===== config.mk =====
export PLATFORM = sky130hd
export DESIGN_NAME = csv_field_tokenizer_top_flat
export DESIGN_NICKNAME = d
export VERILOG_FILES = /design/src/rtl/core/cft_pkg.sv /design/src/rtl/core/cft_ifs.sv /design/src/rtl/core/csv_field_tokenizer_top.sv /design/src/rtl/core/cft_parse.sv /design/src/rtl/core/cft_emit.sv /design/src/flat_wrapper.sv
export SDC_FILE = /design/constraint.sdc
export NUM_CORES = 1
export LEC_CHECK = 0
export BUFFER_PORTS_ARGS = -buffer_cell sky130_fd_sc_hd__buf_2
export CAP_MARGIN = 0
export CORE_UTILIZATION = 48
export CTS_CLUSTER_DIAMETER = 120
export DETAILED_ROUTE_END_ITERATION = 8
export GPL_TIMING_DRIVEN = 0
export PLACE_DENSITY = 0.72
export SETUP_SLACK_MARGIN = 0.15
export SYNTH_ARGS = -nofsm -noshare
export SYNTH_HDL_FRONTEND = slang
export SYNTH_SLANG_ARGS = --single-unit

===== constraint.sdc =====
create_clock -name clk -period 4.3 [get_ports clk]
set_input_delay 0.43 -clock clk [delete_from_list [all_inputs] [get_ports clk]]
set_output_delay 0.43 -clock clk [all_outputs]
set_load 0.01 [all_outputs]

===== src/rtl/core/cft_pkg.sv =====
`timescale 1ns / 1ps
// ----------------------------------------------------------------------------
// cft_pkg
// Shared types and constants of the CSV field tokenizer.
// ----------------------------------------------------------------------------
package cft_pkg;

  localparam int MAX_COLUMNS = 256;
  localparam int PENDING_MAX = 16;

  localparam int COL_W  = 8;
  localparam int TOT_W  = 9;
  localparam int PCNT_W = $clog2(PENDING_MAX + 1);
  localparam int PIDX_W = (PENDING_MAX > 1) ? $clog2(PENDING_MAX) : 1;

  localparam logic [7:0] CH_SPACE = 8'h20;
  localparam logic [7:0] CH_TAB   = 8'h09;
  localparam logic [7:0] CH_COMMA = 8'h2C;
  localparam logic [7:0] CH_NL    = 8'h0A;
  localparam logic [7:0] CH_QUOTE = 8'h22;

  localparam logic [1:0] K_BYTE  = 2'd0;
  localparam logic [1:0] K_FIELD = 2'd1;
  localparam logic [1:0] K_ROW   = 2'd2;
  localparam logic [1:0] K_ERROR = 2'd3;

  localparam logic [2:0] E_UNCLOSED  = 3'd0;
  localparam logic [2:0] E_AFTER_Q   = 3'd1;
  localparam logic [2:0] E_TOO_MANY  = 3'd2;
  localparam logic [2:0] E_TOO_FEW   = 3'd3;
  localparam logic [2:0] E_EMPTY     = 3'd4;
  localparam logic [2:0] E_WS_OVF    = 3'd5;
  localparam logic [2:0] E_COL_OVF   = 3'd6;

  typedef struct packed {
    logic [1:0]       out_kind;
    logic [7:0]       data_byte;
    logic [COL_W-1:0] column;
    logic             in_header;
    logic [2:0]       error_code;
    logic             last;
  } cft_res_t;

  typedef struct packed {
    logic [PCNT_W-1:0] flush_n;
    logic [1:0]        out_kind;
    logic [7:0]        data_byte;
    logic [COL_W-1:0]  column;
    logic              in_header;
    logic [2:0]        error_code;
  } cft_desc_t;

  typedef struct packed {
    logic              en;
    logic [PIDX_W-1:0] idx;
    logic [7:0]        data;
  } cft_pwr_t;

endpackage


===== src/rtl/core/cft_ifs.sv =====
`timescale 1ns / 1ps
// ----------------------------------------------------------------------------
// cft_in_if / cft_out_if
// Valid/ready channels of the CSV field tokenizer.
// ----------------------------------------------------------------------------
interface cft_in_if;
  logic       valid;
  logic       ready;
  logic       kind;
  logic [7:0] byte_in;

  modport source (output valid, kind, byte_in, input ready);
  modport sink (input valid, kind, byte_in, output ready);
endinterface

interface cft_out_if import cft_pkg::*; ();
  logic             valid;
  logic             ready;
  logic [1:0]       out_kind;
  logic [7:0]       data_byte;
  logic [COL_W-1:0] column;
  logic             in_header;
  logic [2:0]       error_code;
  logic             last;

  modport source (output valid, out_kind, data_byte, column, in_header, error_code, last,
                  input ready);
  modport sink (input valid, out_kind, data_byte, column, in_header, error_code, last,
                output ready);
endinterface


===== src/rtl/core/csv_field_tokenizer_top.sv =====
`timescale 1ns / 1ps
// ----------------------------------------------------------------------------
// csv_field_tokenizer_top
// CSV field tokenizer: trims whitespace, handles quoted fields, checks
// column counts against the header row, emits bytes, field and row ends and errors.
//
//   port   dir   payload                                          handshake
//   din    in    kind, byte_in                                     valid/ready
//   dout   out   out_kind, data_byte, column, in_header,           valid/ready
//                error_code, last
//
// One input item per cycle when it yields at most one result and the output
// queue has room. A byte that ends held whitespace yields pending_count + 1
// results, one per cycle while the queue has room; din stalls until the last
// of them enters the output queue. din.ready comes from registers only; a
// two-entry output queue decouples it from dout.ready.
// rst is synchronous; errors and end of file hold until reset.
// ----------------------------------------------------------------------------
module csv_field_tokenizer_top import cft_pkg::*; (
  input  logic      clk,
  input  logic      rst,
  cft_in_if.sink    din,
  cft_out_if.source dout
);

  logic      desc_valid;
  logic      room;
  cft_desc_t desc;
  cft_pwr_t  pwr;

  cft_parse u_parse (
    .clk        (clk),
    .rst        (rst),
    .din        (din),
    .room       (room),
    .desc_valid (desc_valid),
    .desc       (desc),
    .pwr        (pwr)
  );

  cft_emit u_emit (
    .clk        (clk),
    .rst        (rst),
    .desc_valid (desc_valid),
    .desc       (desc),
    .pwr        (pwr),
    .room       (room),
    .dout       (dout)
  );

endmodule


===== src/rtl/core/cft_parse.sv =====
`timescale 1ns / 1ps
// ----------------------------------------------------------------------------
// cft_parse
// Parse state machine: one input item per cycle while the emitter has room, produces a result
// descriptor and pending whitespace writes.
// ----------------------------------------------------------------------------
module cft_parse import cft_pkg::*; (
  input  logic      clk,
  input  logic      rst,
  cft_in_if.sink    din,
  input  logic      room,
  output logic      desc_valid,
  output cft_desc_t desc,
  output cft_pwr_t  pwr
);

  localparam logic [2:0] M_START  = 3'd0;
  localparam logic [2:0] M_UNQ    = 3'd1;
  localparam logic [2:0] M_QUOTED = 3'd2;
  localparam logic [2:0] M_QSEEN  = 3'd3;
  localparam logic [2:0] M_AFTER  = 3'd4;
  localparam logic [2:0] M_ENDED  = 3'd5;
  localparam logic [2:0] M_ERROR  = 3'd6;

  logic [2:0]        mode, mode_next;
  logic [PCNT_W-1:0] pend, pend_next;
  logic [COL_W-1:0]  col, col_next;
  logic [TOT_W-1:0]  total, total_next;
  logic              hdr, hdr_next;

  logic              accept, ws, c_comma, c_nl, c_quote, pend_full;
  logic [TOT_W-1:0]  col_inc;
  logic              emit, do_fin, fin_row, do_err, eof_end;
  logic [1:0]        r_kind;
  logic [7:0]        r_data;
  logic [2:0]        r_err;
  logic [PCNT_W-1:0] r_flush;

  assign din.ready = room;
  assign accept    = din.valid && room;
  assign ws        = (din.byte_in == CH_SPACE) || (din.byte_in == CH_TAB);
  assign c_comma   = din.byte_in == CH_COMMA;
  assign c_nl      = din.byte_in == CH_NL;
  assign c_quote   = din.byte_in == CH_QUOTE;
  assign col_inc   = TOT_W'(col) + TOT_W'(1);
  assign pend_full = pend >= PCNT_W'(PENDING_MAX);

  always_comb begin
    mode_next  = mode;
    pend_next  = pend;
    col_next   = col;
    total_next = total;
    hdr_next   = hdr;
    emit       = 1'b0;
    do_fin     = 1'b0;
    fin_row    = 1'b0;
    do_err     = 1'b0;
    eof_end    = 1'b0;
    r_kind     = K_BYTE;
    r_data     = 8'd0;
    r_err      = E_UNCLOSED;
    r_flush    = '0;

    if (accept && (mode <= M_AFTER)) begin
      if (din.kind) begin
        unique case (mode)
          M_START: begin
            if (!hdr && (col == '0)) begin
              do_err = 1'b1;
              r_err  = E_EMPTY;
            end else if (hdr && (col == '0)) begin
              eof_end = 1'b1;
            end else begin
              do_fin  = 1'b1;
              fin_row = 1'b1;
              eof_end = 1'b1;
            end
          end
          M_UNQ, M_QSEEN, M_AFTER: begin
            do_fin  = 1'b1;
            fin_row = 1'b1;
            eof_end = 1'b1;
          end
          M_QUOTED: begin
            do_err = 1'b1;
            r_err  = E_UNCLOSED;
          end
          default: ;
        endcase
      end else begin
        unique case (mode)
          M_START: begin
            if (ws) begin
            end else if (c_comma || c_nl) begin
              do_fin  = 1'b1;
              fin_row = c_nl;
            end else if (c_quote) begin
              mode_next = M_QUOTED;
            end else begin
              mode_next = M_UNQ;
              pend_next = '0;
              emit      = 1'b1;
              r_data    = din.byte_in;
            end
          end
          M_UNQ: begin
            if (ws) begin
              if (pend_full) begin
                do_err = 1'b1;
                r_err  = E_WS_OVF;
              end else begin
                pend_next = pend + PCNT_W'(1);
              end
            end else if (c_comma || c_nl) begin
              do_fin  = 1'b1;
              fin_row = c_nl;
            end else begin
              emit      = 1'b1;
              r_data    = din.byte_in;
              r_flush   = pend;
              pend_next = '0;
            end
          end
          M_QUOTED: begin
            if (c_quote) begin
              mode_next = M_QSEEN;
            end else begin
              emit   = 1'b1;
              r_data = din.byte_in;
            end
          end
          M_QSEEN, M_AFTER: begin
            if (c_quote && (mode == M_QSEEN)) begin
              mode_next = M_QUOTED;
              emit      = 1'b1;
              r_data    = din.byte_in;
            end else if (ws) begin
              mode_next = M_AFTER;
            end else if (c_comma || c_nl) begin
              do_fin  = 1'b1;
              fin_row = c_nl;
            end else begin
              do_err = 1'b1;
              r_err  = E_AFTER_Q;
            end
          end
          default: ;
        endcase
      end

      if (do_fin) begin
        pend_next = '0;
        mode_next = M_START;
        if (!hdr) begin
          if (fin_row) begin
            emit       = 1'b1;
            r_kind     = K_ROW;
            total_next = col_inc;
            hdr_next   = 1'b1;
            col_next   = '0;
          end else if (col_inc >= TOT_W'(MAX_COLUMNS)) begin
            do_err = 1'b1;
            r_err  = E_COL_OVF;
          end else begin
            emit     = 1'b1;
            r_kind   = K_FIELD;
            col_next = col_inc[COL_W-1:0];
          end
        end else if (fin_row) begin
          if (col_inc < total) begin
            do_err = 1'b1;
            r_err  = E_TOO_FEW;
          end else begin
            emit     = 1'b1;
            r_kind   = K_ROW;
            col_next = '0;
          end
        end else if (col_inc >= total) begin
          do_err = 1'b1;
          r_err  = E_TOO_MANY;
        end else begin
          emit     = 1'b1;
          r_kind   = K_FIELD;
          col_next = col_inc[COL_W-1:0];
        end
      end

      if (do_err) begin
        emit      = 1'b1;
        r_kind    = K_ERROR;
        r_data    = 8'd0;
        mode_next = M_ERROR;
        pend_next = '0;
      end else if (eof_end) begin
        mode_next = M_ENDED;
      end
    end
  end

  always_ff @(posedge clk) begin
    if (rst) begin
      mode  <= M_START;
      pend  <= '0;
      col   <= '0;
      total <= '0;
      hdr   <= 1'b0;
    end else begin
      mode  <= mode_next;
      pend  <= pend_next;
      col   <= col_next;
      total <= total_next;
      hdr   <= hdr_next;
    end
  end

  assign desc_valid      = emit;
  assign desc.flush_n    = r_flush;
  assign desc.out_kind   = r_kind;
  assign desc.data_byte  = r_data;
  assign desc.column     = col;
  assign desc.in_header  = !hdr;
  assign desc.error_code = (r_kind == K_ERROR) ? r_err : 3'd0;

  assign pwr.en   = accept && !din.kind && (mode == M_UNQ) && ws && !pend_full;
  assign pwr.idx  = pend[PIDX_W-1:0];
  assign pwr.data = din.byte_in;

  a_pend_range: assert property (@(posedge clk) disable iff (rst)
    pend <= PCNT_W'(PENDING_MAX))
    else $error("pending count beyond limit");

  a_hdr_total: assert property (@(posedge clk) disable iff (rst)
    hdr |-> (total != '0))
    else $error("header closed with zero columns");

  a_err_sticky: assert property (@(posedge clk) disable iff (rst)
    (mode == M_ERROR) |=> (mode == M_ERROR) && !desc_valid)
    else $error("error state left or produced a result");

endmodule


===== src/rtl/core/cft_emit.sv =====
`timescale 1ns / 1ps
// ----------------------------------------------------------------------------
// cft_emit
// Result expansion: holds one descriptor, plays out pending whitespace
// followed by the result, into a two-entry output queue.
// ----------------------------------------------------------------------------
module cft_emit import cft_pkg::*; (
  input  logic      clk,
  input  logic      rst,
  input  logic      desc_valid,
  input  cft_desc_t desc,
  input  cft_pwr_t  pwr,
  output logic      room,
  cft_out_if.source dout
);

  logic [7:0]        pend_mem [PENDING_MAX];
  cft_desc_t         d;
  logic              d_valid;
  logic [PCNT_W-1:0] idx;
  cft_res_t          q_mem [2];
  logic              wr_ptr, rd_ptr;
  logic [1:0]        cnt;
  logic              is_tmpl, push, pop;
  cft_res_t          res;

  assign is_tmpl = idx == d.flush_n;
  assign push    = d_valid && (cnt != 2'd2);
  assign pop     = dout.valid && dout.ready;
  assign room    = !d_valid || (is_tmpl && push);

  always_comb begin
    res.out_kind   = d.out_kind;
    res.data_byte  = d.data_byte;
    res.column     = d.column;
    res.in_header  = d.in_header;
    res.error_code = d.error_code;
    res.last       = 1'b1;
    if (!is_tmpl) begin
      res.out_kind   = K_BYTE;
      res.data_byte  = pend_mem[idx[PIDX_W-1:0]];
      res.error_code = 3'd0;
      res.last       = 1'b0;
    end
  end

  always_ff @(posedge clk) begin
    if (pwr.en) begin
      pend_mem[pwr.idx] <= pwr.data;
    end
  end

  always_ff @(posedge clk) begin
    if (desc_valid) begin
      d <= desc;
    end
    if (push) begin
      q_mem[wr_ptr] <= res;
    end
  end

  always_ff @(posedge clk) begin
    if (rst) begin
      d_valid <= 1'b0;
      idx     <= '0;
      wr_ptr  <= 1'b0;
      rd_ptr  <= 1'b0;
      cnt     <= 2'd0;
    end else begin
      if (desc_valid) begin
        d_valid <= 1'b1;
        idx     <= '0;
      end else if (push && is_tmpl) begin
        d_valid <= 1'b0;
      end else if (push) begin
        idx <= idx + PCNT_W'(1);
      end
      if (push) begin
        wr_ptr <= !wr_ptr;
      end
      if (pop) begin
        rd_ptr <= !rd_ptr;
      end
      cnt <= cnt + {1'b0, push} - {1'b0, pop};
    end
  end

  assign dout.valid      = cnt != 2'd0;
  assign dout.out_kind   = q_mem[rd_ptr].out_kind;
  assign dout.data_byte  = q_mem[rd_ptr].data_byte;
  assign dout.column     = q_mem[rd_ptr].column;
  assign dout.in_header  = q_mem[rd_ptr].in_header;
  assign dout.error_code = q_mem[rd_ptr].error_code;
  assign dout.last       = q_mem[rd_ptr].last;

  a_desc_room: assert property (@(posedge clk) disable iff (rst)
    desc_valid |-> room)
    else $error("descriptor loaded while one is still playing out");

  a_pwr_safe: assert property (@(posedge clk) disable iff (rst)
    pwr.en |-> room)
    else $error("pending store written during a flush");

  a_idx_range: assert property (@(posedge clk) disable iff (rst)
    d_valid |-> (idx <= d.flush_n))
    else $error("flush index past descriptor count");

  a_cnt_range: assert property (@(posedge clk) disable iff (rst)
    cnt <= 2'd2)
    else $error("output queue overrun");

endmodule


===== src/flat_wrapper.sv =====
// flat-port wrapper written by rule: the top's interface ports become plain ports
module csv_field_tokenizer_top_flat import cft_pkg::*;
  (clk, rst, din_valid, din_kind, din_byte_in, din_ready, dout_valid, dout_out_kind, dout_data_byte, dout_column, dout_in_header, dout_error_code, dout_last, dout_ready);
  cft_in_if din_i ();
  cft_out_if dout_i ();
  input  logic clk;
  input  logic rst;
  input wire logic [$bits(din_i.valid)-1:0] din_valid;
  input wire logic [$bits(din_i.kind)-1:0] din_kind;
  input wire logic [$bits(din_i.byte_in)-1:0] din_byte_in;
  output wire logic [$bits(din_i.ready)-1:0] din_ready;
  output wire logic [$bits(dout_i.valid)-1:0] dout_valid;
  output wire logic [$bits(dout_i.out_kind)-1:0] dout_out_kind;
  output wire logic [$bits(dout_i.data_byte)-1:0] dout_data_byte;
  output wire logic [$bits(dout_i.column)-1:0] dout_column;
  output wire logic [$bits(dout_i.in_header)-1:0] dout_in_header;
  output wire logic [$bits(dout_i.error_code)-1:0] dout_error_code;
  output wire logic [$bits(dout_i.last)-1:0] dout_last;
  input wire logic [$bits(dout_i.ready)-1:0] dout_ready;
  assign din_i.valid = din_valid;
  assign din_i.kind = din_kind;
  assign din_i.byte_in = din_byte_in;
  assign din_ready = din_i.ready;
  assign dout_valid = dout_i.valid;
  assign dout_out_kind = dout_i.out_kind;
  assign dout_data_byte = dout_i.data_byte;
  assign dout_column = dout_i.column;
  assign dout_in_header = dout_i.in_header;
  assign dout_error_code = dout_i.error_code;
  assign dout_last = dout_i.last;
  assign dout_i.ready = dout_ready;
  csv_field_tokenizer_top u_core (.clk(clk), .rst(rst), .din(din_i), .dout(dout_i));
endmodule

[After elaboration in Yosys (flattened, before gate mapping)]
Memories as Yosys holds them, arrays and structs flattened. A register that Yosys moved wholly into a read port is not among the register bits.
Index checks and enable logic that the tools add are counted.
Widths: inputs -> output; s select.
Word-level totals
  register bits after elaboration: 63
  latch bits: 0
  memory bits (writable): 174
  memory bits (read-only): 0
  input port bits: 13
  output and inout port bits: 25
  word-level logic and storage cells: 222
  memories kept: 2
Cells by class
  add/sub/neg operators: 5
  $mul: 0
  divide/modulo/power cells: 0
  magnitude comparators: 5
  equality and inequality tests: 26
  shift-type cells: 0
  multiplexer cells: 124
  bitwise logic cells: 4
  reduce and logical (&&, ||, !) cells: 40
Memory list
  u_core.u_emit.pend_mem: depth 16, width 8, read ports 1, clocked after memory_dff 1, write ports 1, line cft_emit.sv:17  | logic [7:0] pend_mem [PENDING_MAX];
  u_core.u_emit.q_mem: depth 2, width 23, read ports 1, clocked after memory_dff 1, write ports 1, line cft_emit.sv:21  | cft_res_t q_mem [2];
Operators by type and width (number)
  $mux 8: 12
  $mux 3: 21
  $mux 1: 59
  $mux 5: 9
  $pmux 8 s4: 1
  $ne 5x5->1 const B: 5
  $eq 8x6->1 const B: 3
  $eq 8x4->1 const B: 2
  $mux 2: 8
  $logic_and 1x1->1: 12
  $mux 4: 3
  $ne 4x4->1 const B: 3
  $pmux 1 s2: 6
  $add 5x1->5 const B: 2
  $mux 10: 1
  $pmux 5 s2: 1
  $add 8x1->9 const B: 1
  $ge 9x9->1: 1
  $ge 9x9->1 const B: 1
  $lt 9x9->1: 1
  $ne 3x3->1 const B: 3
  $pmux 3 s3: 1
  $logic_not 8->1: 1
  $reduce_and 8->1: 1
  29 further kinds: 46

[Depth between registers and ports, before layout]
  word-level depth: 16
  mapped depth: 15
  mapped depth without buffers: 13

[Modules after synthesis]
A second synthesis with hierarchy kept.
Second synthesis, totals
  cells, all modules: 736
  area total of the unflattened synthesis: 10645.2 um^2
Modules (own cells, without submodules)
  cft_emit: times used 1, cells each 411, area each 8212.9 um^2, seq. area each 6336.1 um^2
  cft_parse: times used 1, cells each 325, area each 2432.3 um^2, seq. area each 520.5 um^2

[Worst setup path after synthesis]
Ideal clock, no wire load.
  path kind: input port to flip-flop
  from: input din_byte_in[5]
  to: register (tool-made name)
  setup time: 124 ps
  data arrival time: 3774 ps
  slack: 402 ps
  stages on the path: 9
  cell sequence: clkbuf_1 > nor3b_1 > a32o_1 > or4_4 > and2_4 > a41oi_1 > or2_1 > clkbuf_1 > nor2_1
RTL lines
  from (decl): line flat_wrapper.sv:10  | input wire logic [$bits(din_i.byte_in)-1:0] din_byte_in;

[Worst setup path in the final report]
  from: register u_core.u_parse.col[0]
  to: register u_core.u_parse.col[4]
RTL lines
  from (decl): line cft_parse.sv:27  | logic [COL_W-1:0] col, col_next;
  from (signal assigned): line cft_parse.sv:210  | col <= col_next;
  $add 8x1->9 *: line cft_parse.sv:45  | assign col_inc = TOT_W'(col) + TOT_W'(1);
  via u_core.u_parse.col_inc[4]: line cft_parse.sv:32  | logic [TOT_W-1:0] col_inc;
  $lt 9x9->1, or another cell as far along: line cft_parse.sv:170  | if (col_inc < total) begin
  $ne 3x3->1 (no line), or another cell as far along
  $reduce_and 5->1 (no line) or $mux 8 (tied branches)
The timed path passes the listed nets; every way through them passes the cells marked *. The select of a mux whose other input is x is not followed.
A chain may end at the register's enable or synchronous reset.

==> impl_results.md <==
* Drt drc at 0
* Worst-Margin Slew at 1.09 ns
* Leakage at 4.04 nW
* Synth Register Bits at 242
* Hold Path Class: input port to flop
* Area occupied by multi-input gates at 3430 um^2
* Total track usage at 20.6%
* Worst Skew at 0.00701 ns
* Worst skew pair latency at 0.51 ns
* Worst endpoint required time at 4.67 ns
* Placed cells at 1,031
* Avg WL per Cell at 20.6 um
* DIE HEIGHT at 150 um
* Post-synth EDFFs at 201
* WHS Path Cells at 1
* Vias at 6,293
* GP Congestion at 0.932
* Register area at 6860 um^2
* First-pass GRT wire length at 34,500 um
* DRT Pass-1 Iters at 5
* Setup_tns at 0 ns
* Starting density of the core at 49.3%
* Sequential-to-total area share from yosys stat at 65.5%
* Max-cap viol count at 0
* Final wirelength at 22,100 um
* GR Overflow Total at 0
* Area of the die at 22,400 um^2
* Hold-critical path endpoint: u_core.u_emit.pend_mem[14][3]$_DFFE_PP_
* Antenna violations before repair at 1
* Largest net degree at the start of global routing at 25
* Fillers at 1,670
* Hold Slack at 0.336 ns
* Clock root cell: clkbuf_16
* Cts repair resizes at 1
* Worst slew margin at 27.2%
* Post-CTS Setup Bufs at 0
* Final period util at 87.3%
* Max Buffers Root-to-Sink at 3
* Achievable frequency at 0.266 GHz
* Metal-1 WL at 9710 um
* Cell taking the most area after synthesis: edfxtp_1
* Synth area leaders: edfxtp_1, mux4_2, dfxtp_1
* Max stage delay on crit path at 0.56 ns
* Input/output buffers at 37
* Final net count at 813
* Die Wd at 150 um
* Crit path DAT at 4.12 ns
* CP max FO at 10
* Final Setup Violations at 0
* Startpoint of the worst hold path: din_byte_in[3]
* Reg2reg start: u_core.u_parse.col[0]$_SDFFE_PP0P_
* Hold Buf Count CTS at 0
* Final worst slack at 0.547 ns
* Path depth of the worst reg2reg path at 12
* Worst setup EP type: flop
* Detailed placer's ending HPWL at 14,600 um
* Fin crit period at 3.75 ns
* VDD IR max at 299 uV
* Critical path cell sequence: ha_1 > nand3_1 > xnor2_1 > ha_1 > a21oi_1 > o21ai_0 > a2111oi_4 > nor2_1 > o311ai_1 > buf_2 > nand3b_1 > a21oi_1
* Core area at 21,200 um^2
* Setup Crit Path Kind: flop to flop
* Metal2 WL at 10,100 um
* Area share of the largest cell type after synthesis at 57.7%
* Final Max Tran Viols at 0
* Layout cells sized above 1 at 20.0%
* Unrepaired setup endpoints after global routing: no
* Antenna Cells at 0
* Core Util, Final at 56.1%
* Cells after Synth at 717
* Synth warnings at 0
* Max layer used: met4
* Synth cell types at 67
* Detail Route Antenna Nets at 0
* Post-Syn Area per Cell at 14.6 um^2
* Crit path launch type: flop
* Vias in the first global route at 6,052
* Top FF cell, synth: edfxtp_1
* Post-synth design cell area at 10,500 um^2
* R2R Setup Slk at 0.55 ns
* Layout Cells excl Fill at 1,075
* CTS tree: done
* Clock buffer count from CTS at 24
* Initial drt markers at 636
* Layout area overhead at 13.8%
* Ports at 38
* Dpl ws at 0.120 ns
* Wire length on met3 at 1710 um
* Net count after synthesis at 748
* H-tree depth at 1
* Row count at 53
* Async set-reset flop share out of synthesis at 0%
* Status: finished clean
* Hold Fails Final Rpt at 0
* Reg2Reg Capture Point: u_core.u_parse.col[4]$_SDFFE_PP0P_
* Slowest CP cell: a2111oi_4
* Worst-path clk slew at 0.06 ns
* Power Density at 542 nW/um^2
* Avg Vias per Cell at 5.85
* Clk sinks at 242
[critical path: cells and delay by family (launching register included)]
family	cells	cell delay, ns
AO/OA/AOI/OAI	5	1.38
flip-flops	1	0.52
buffers and inverters	1	0.29
AND/OR/NAND/NOR	3	0.40
adder cells (fa/ha/maj)	2	0.65
XOR/XNOR	1	0.37
[final cells by class]
| class | count | share of cell area, % |
|---|---|---|
| sequential | 242 | 57.6 |
| tap | 275 | 2.89 |
| timing repair buffer | 39 | 1.91 |
| buffer | 32 | 1.12 |
| multi-input combinational | 415 | 28.8 |
| inverter | 28 | 0.883 |
| clock inverter | 16 | 1.48 |
| clock buffer | 28 | 5.35 |
[synthesized netlist by cell type, types with 3 or more instances]
| master | count |
|---|---|
| a211o_1 | 4 |
| a211oi_1 | 7 |
| a21oi_1 | 19 |
| a31oi_1 | 4 |
| a32o_1 | 4 |
| and2_1 | 10 |
| and3_1 | 10 |
| buf_1 | 6 |
| buf_2 | 5 |
| clkbuf_1 | 20 |
| dfxtp_1 | 41 |
| edfxtp_1 | 201 |
| ha_1 | 18 |
| inv_1 | 27 |
| mux2_2 | 23 |
| mux2i_1 | 9 |
| mux4_2 | 40 |
| nand2_1 | 55 |
| nand2b_1 | 3 |
| nand3_1 | 17 |
| nand3b_1 | 4 |
| nand4_1 | 8 |
| nor2_1 | 60 |
| nor2b_1 | 7 |
| nor3_1 | 14 |
| nor4_1 | 4 |
| nor4b_1 | 4 |
| nor4bb_1 | 3 |
| o2111ai_1 | 3 |
| o211ai_1 | 3 |
| o21ai_0 | 12 |
| o21ai_1 | 4 |
| o22ai_1 | 3 |
| or3_1 | 3 |
| or4b_1 | 3 |
| xnor2_1 | 9 |
| xor2_1 | 11 |
[per-layer routing]
| layer | vias to the layer above | track usage, % |
|---|---|---|
| li1 | 2903 | - |
| met1 | 3092 | 28.9 |
| met2 | 247 | 31.6 |
| met3 | 51 | 5.00 |
| met4 | 0 | 6.63 |
| met5 | - | 0 |
[cells in the final DEF (no fill, tap or decap), types with 5 or more instances in the layout]
cell type  netlist  final
nor3_1          14     10
o21ai_0         12     12
edfxtp_1       201    201
xnor2_1          9      9
a211oi_1         7      7
mux2i_1          9      9
clkbuf_1        20     23
a21oi_1         19     19
and2_1          10     10
clkbuf_16        0     25
clkinv_2         0      5
nor2_1          60     59
mux4_2          40     40
nor3_2           1      5
buf_2            5     42
xor2_1          11     11
clkinv_1         0      6
nand4_1          8      8
and3_1          10     10
dfxtp_1         41     41
nand2_1         55     55
nor2b_1          7      7
nand3_1         17     17
ha_1            18     18
mux2_2          23     23
inv_1           27     27
buf_1            6      6
[logic make-up (layout without fill, tap and decap cells)]
family | Yosys count | after routing | share of synthesized area [%]
AOI/OAI and AO/OA | 85 | 85 | 5.72
xor gates and xnor gates | 20 | 20 | 1.67
adders and majority gates | 18 | 18 | 2.15
buffers and inverters | 60 | 143 | 2.28
DFF | 242 | 242 | 65.5
muxes | 72 | 72 | 11.9
and+or+nand+nor | 220 | 220 | 10.7
[power breakdown]
part	internal, mW	switching (mW)	leakage, nW	total [mW]
logic	0.593	0.833	1.47	1.43
clock network	1.30	0.859	0.401	2.16
registers	2.78	0.0861	2.17	2.87
[sequential cells by signal (all words and copies together), names as in the netlist, 3 cells and up, named ones only]
name,cells
u_core.u_emit.pend_mem,128
u_core.u_emit.q_mem,46
u_core.u_parse.total,9
u_core.u_emit.idx,5
u_core.u_emit.d,27
u_core.u_parse.col,8
u_core.u_parse.pend,5
u_core.u_parse.mode,3
[per-stage QoR]
step,instance area (um^2),total power [mW]
finish,11900,6.45
floorplan,10500,3.88
global route,11900,6.74
global placement,11000,4.26
CTS,11900,6.47
detailed placement,11100,4.32
[worst max-delay path by stage]
stage	startpoint	to	slack, ns	cells past startpoint
5_1_grt	u_core.u_parse.col[2]$_SDFFE_PP0P_	u_core.u_parse.col[4]$_SDFFE_PP0P_	0.22	14
6_report	u_core.u_parse.col[0]$_SDFFE_PP0P_	u_core.u_parse.col[4]$_SDFFE_PP0P_	0.55	12
3_3_place_gp	din_byte_in[5]	flop	-0.95	10
3_5_place_dp	u_core.u_parse.col[2]$_SDFFE_PP0P_	u_core.u_parse.col[4]$_SDFFE_PP0P_	0.12	14
4_1_cts	u_core.u_parse.col[2]$_SDFFE_PP0P_	u_core.u_parse.col[4]$_SDFFE_PP0P_	0.44	14
2_1_floorplan	din_byte_in[5]	flop	0.40	9
No activity file was read; power rests on OpenSTA's default activity.
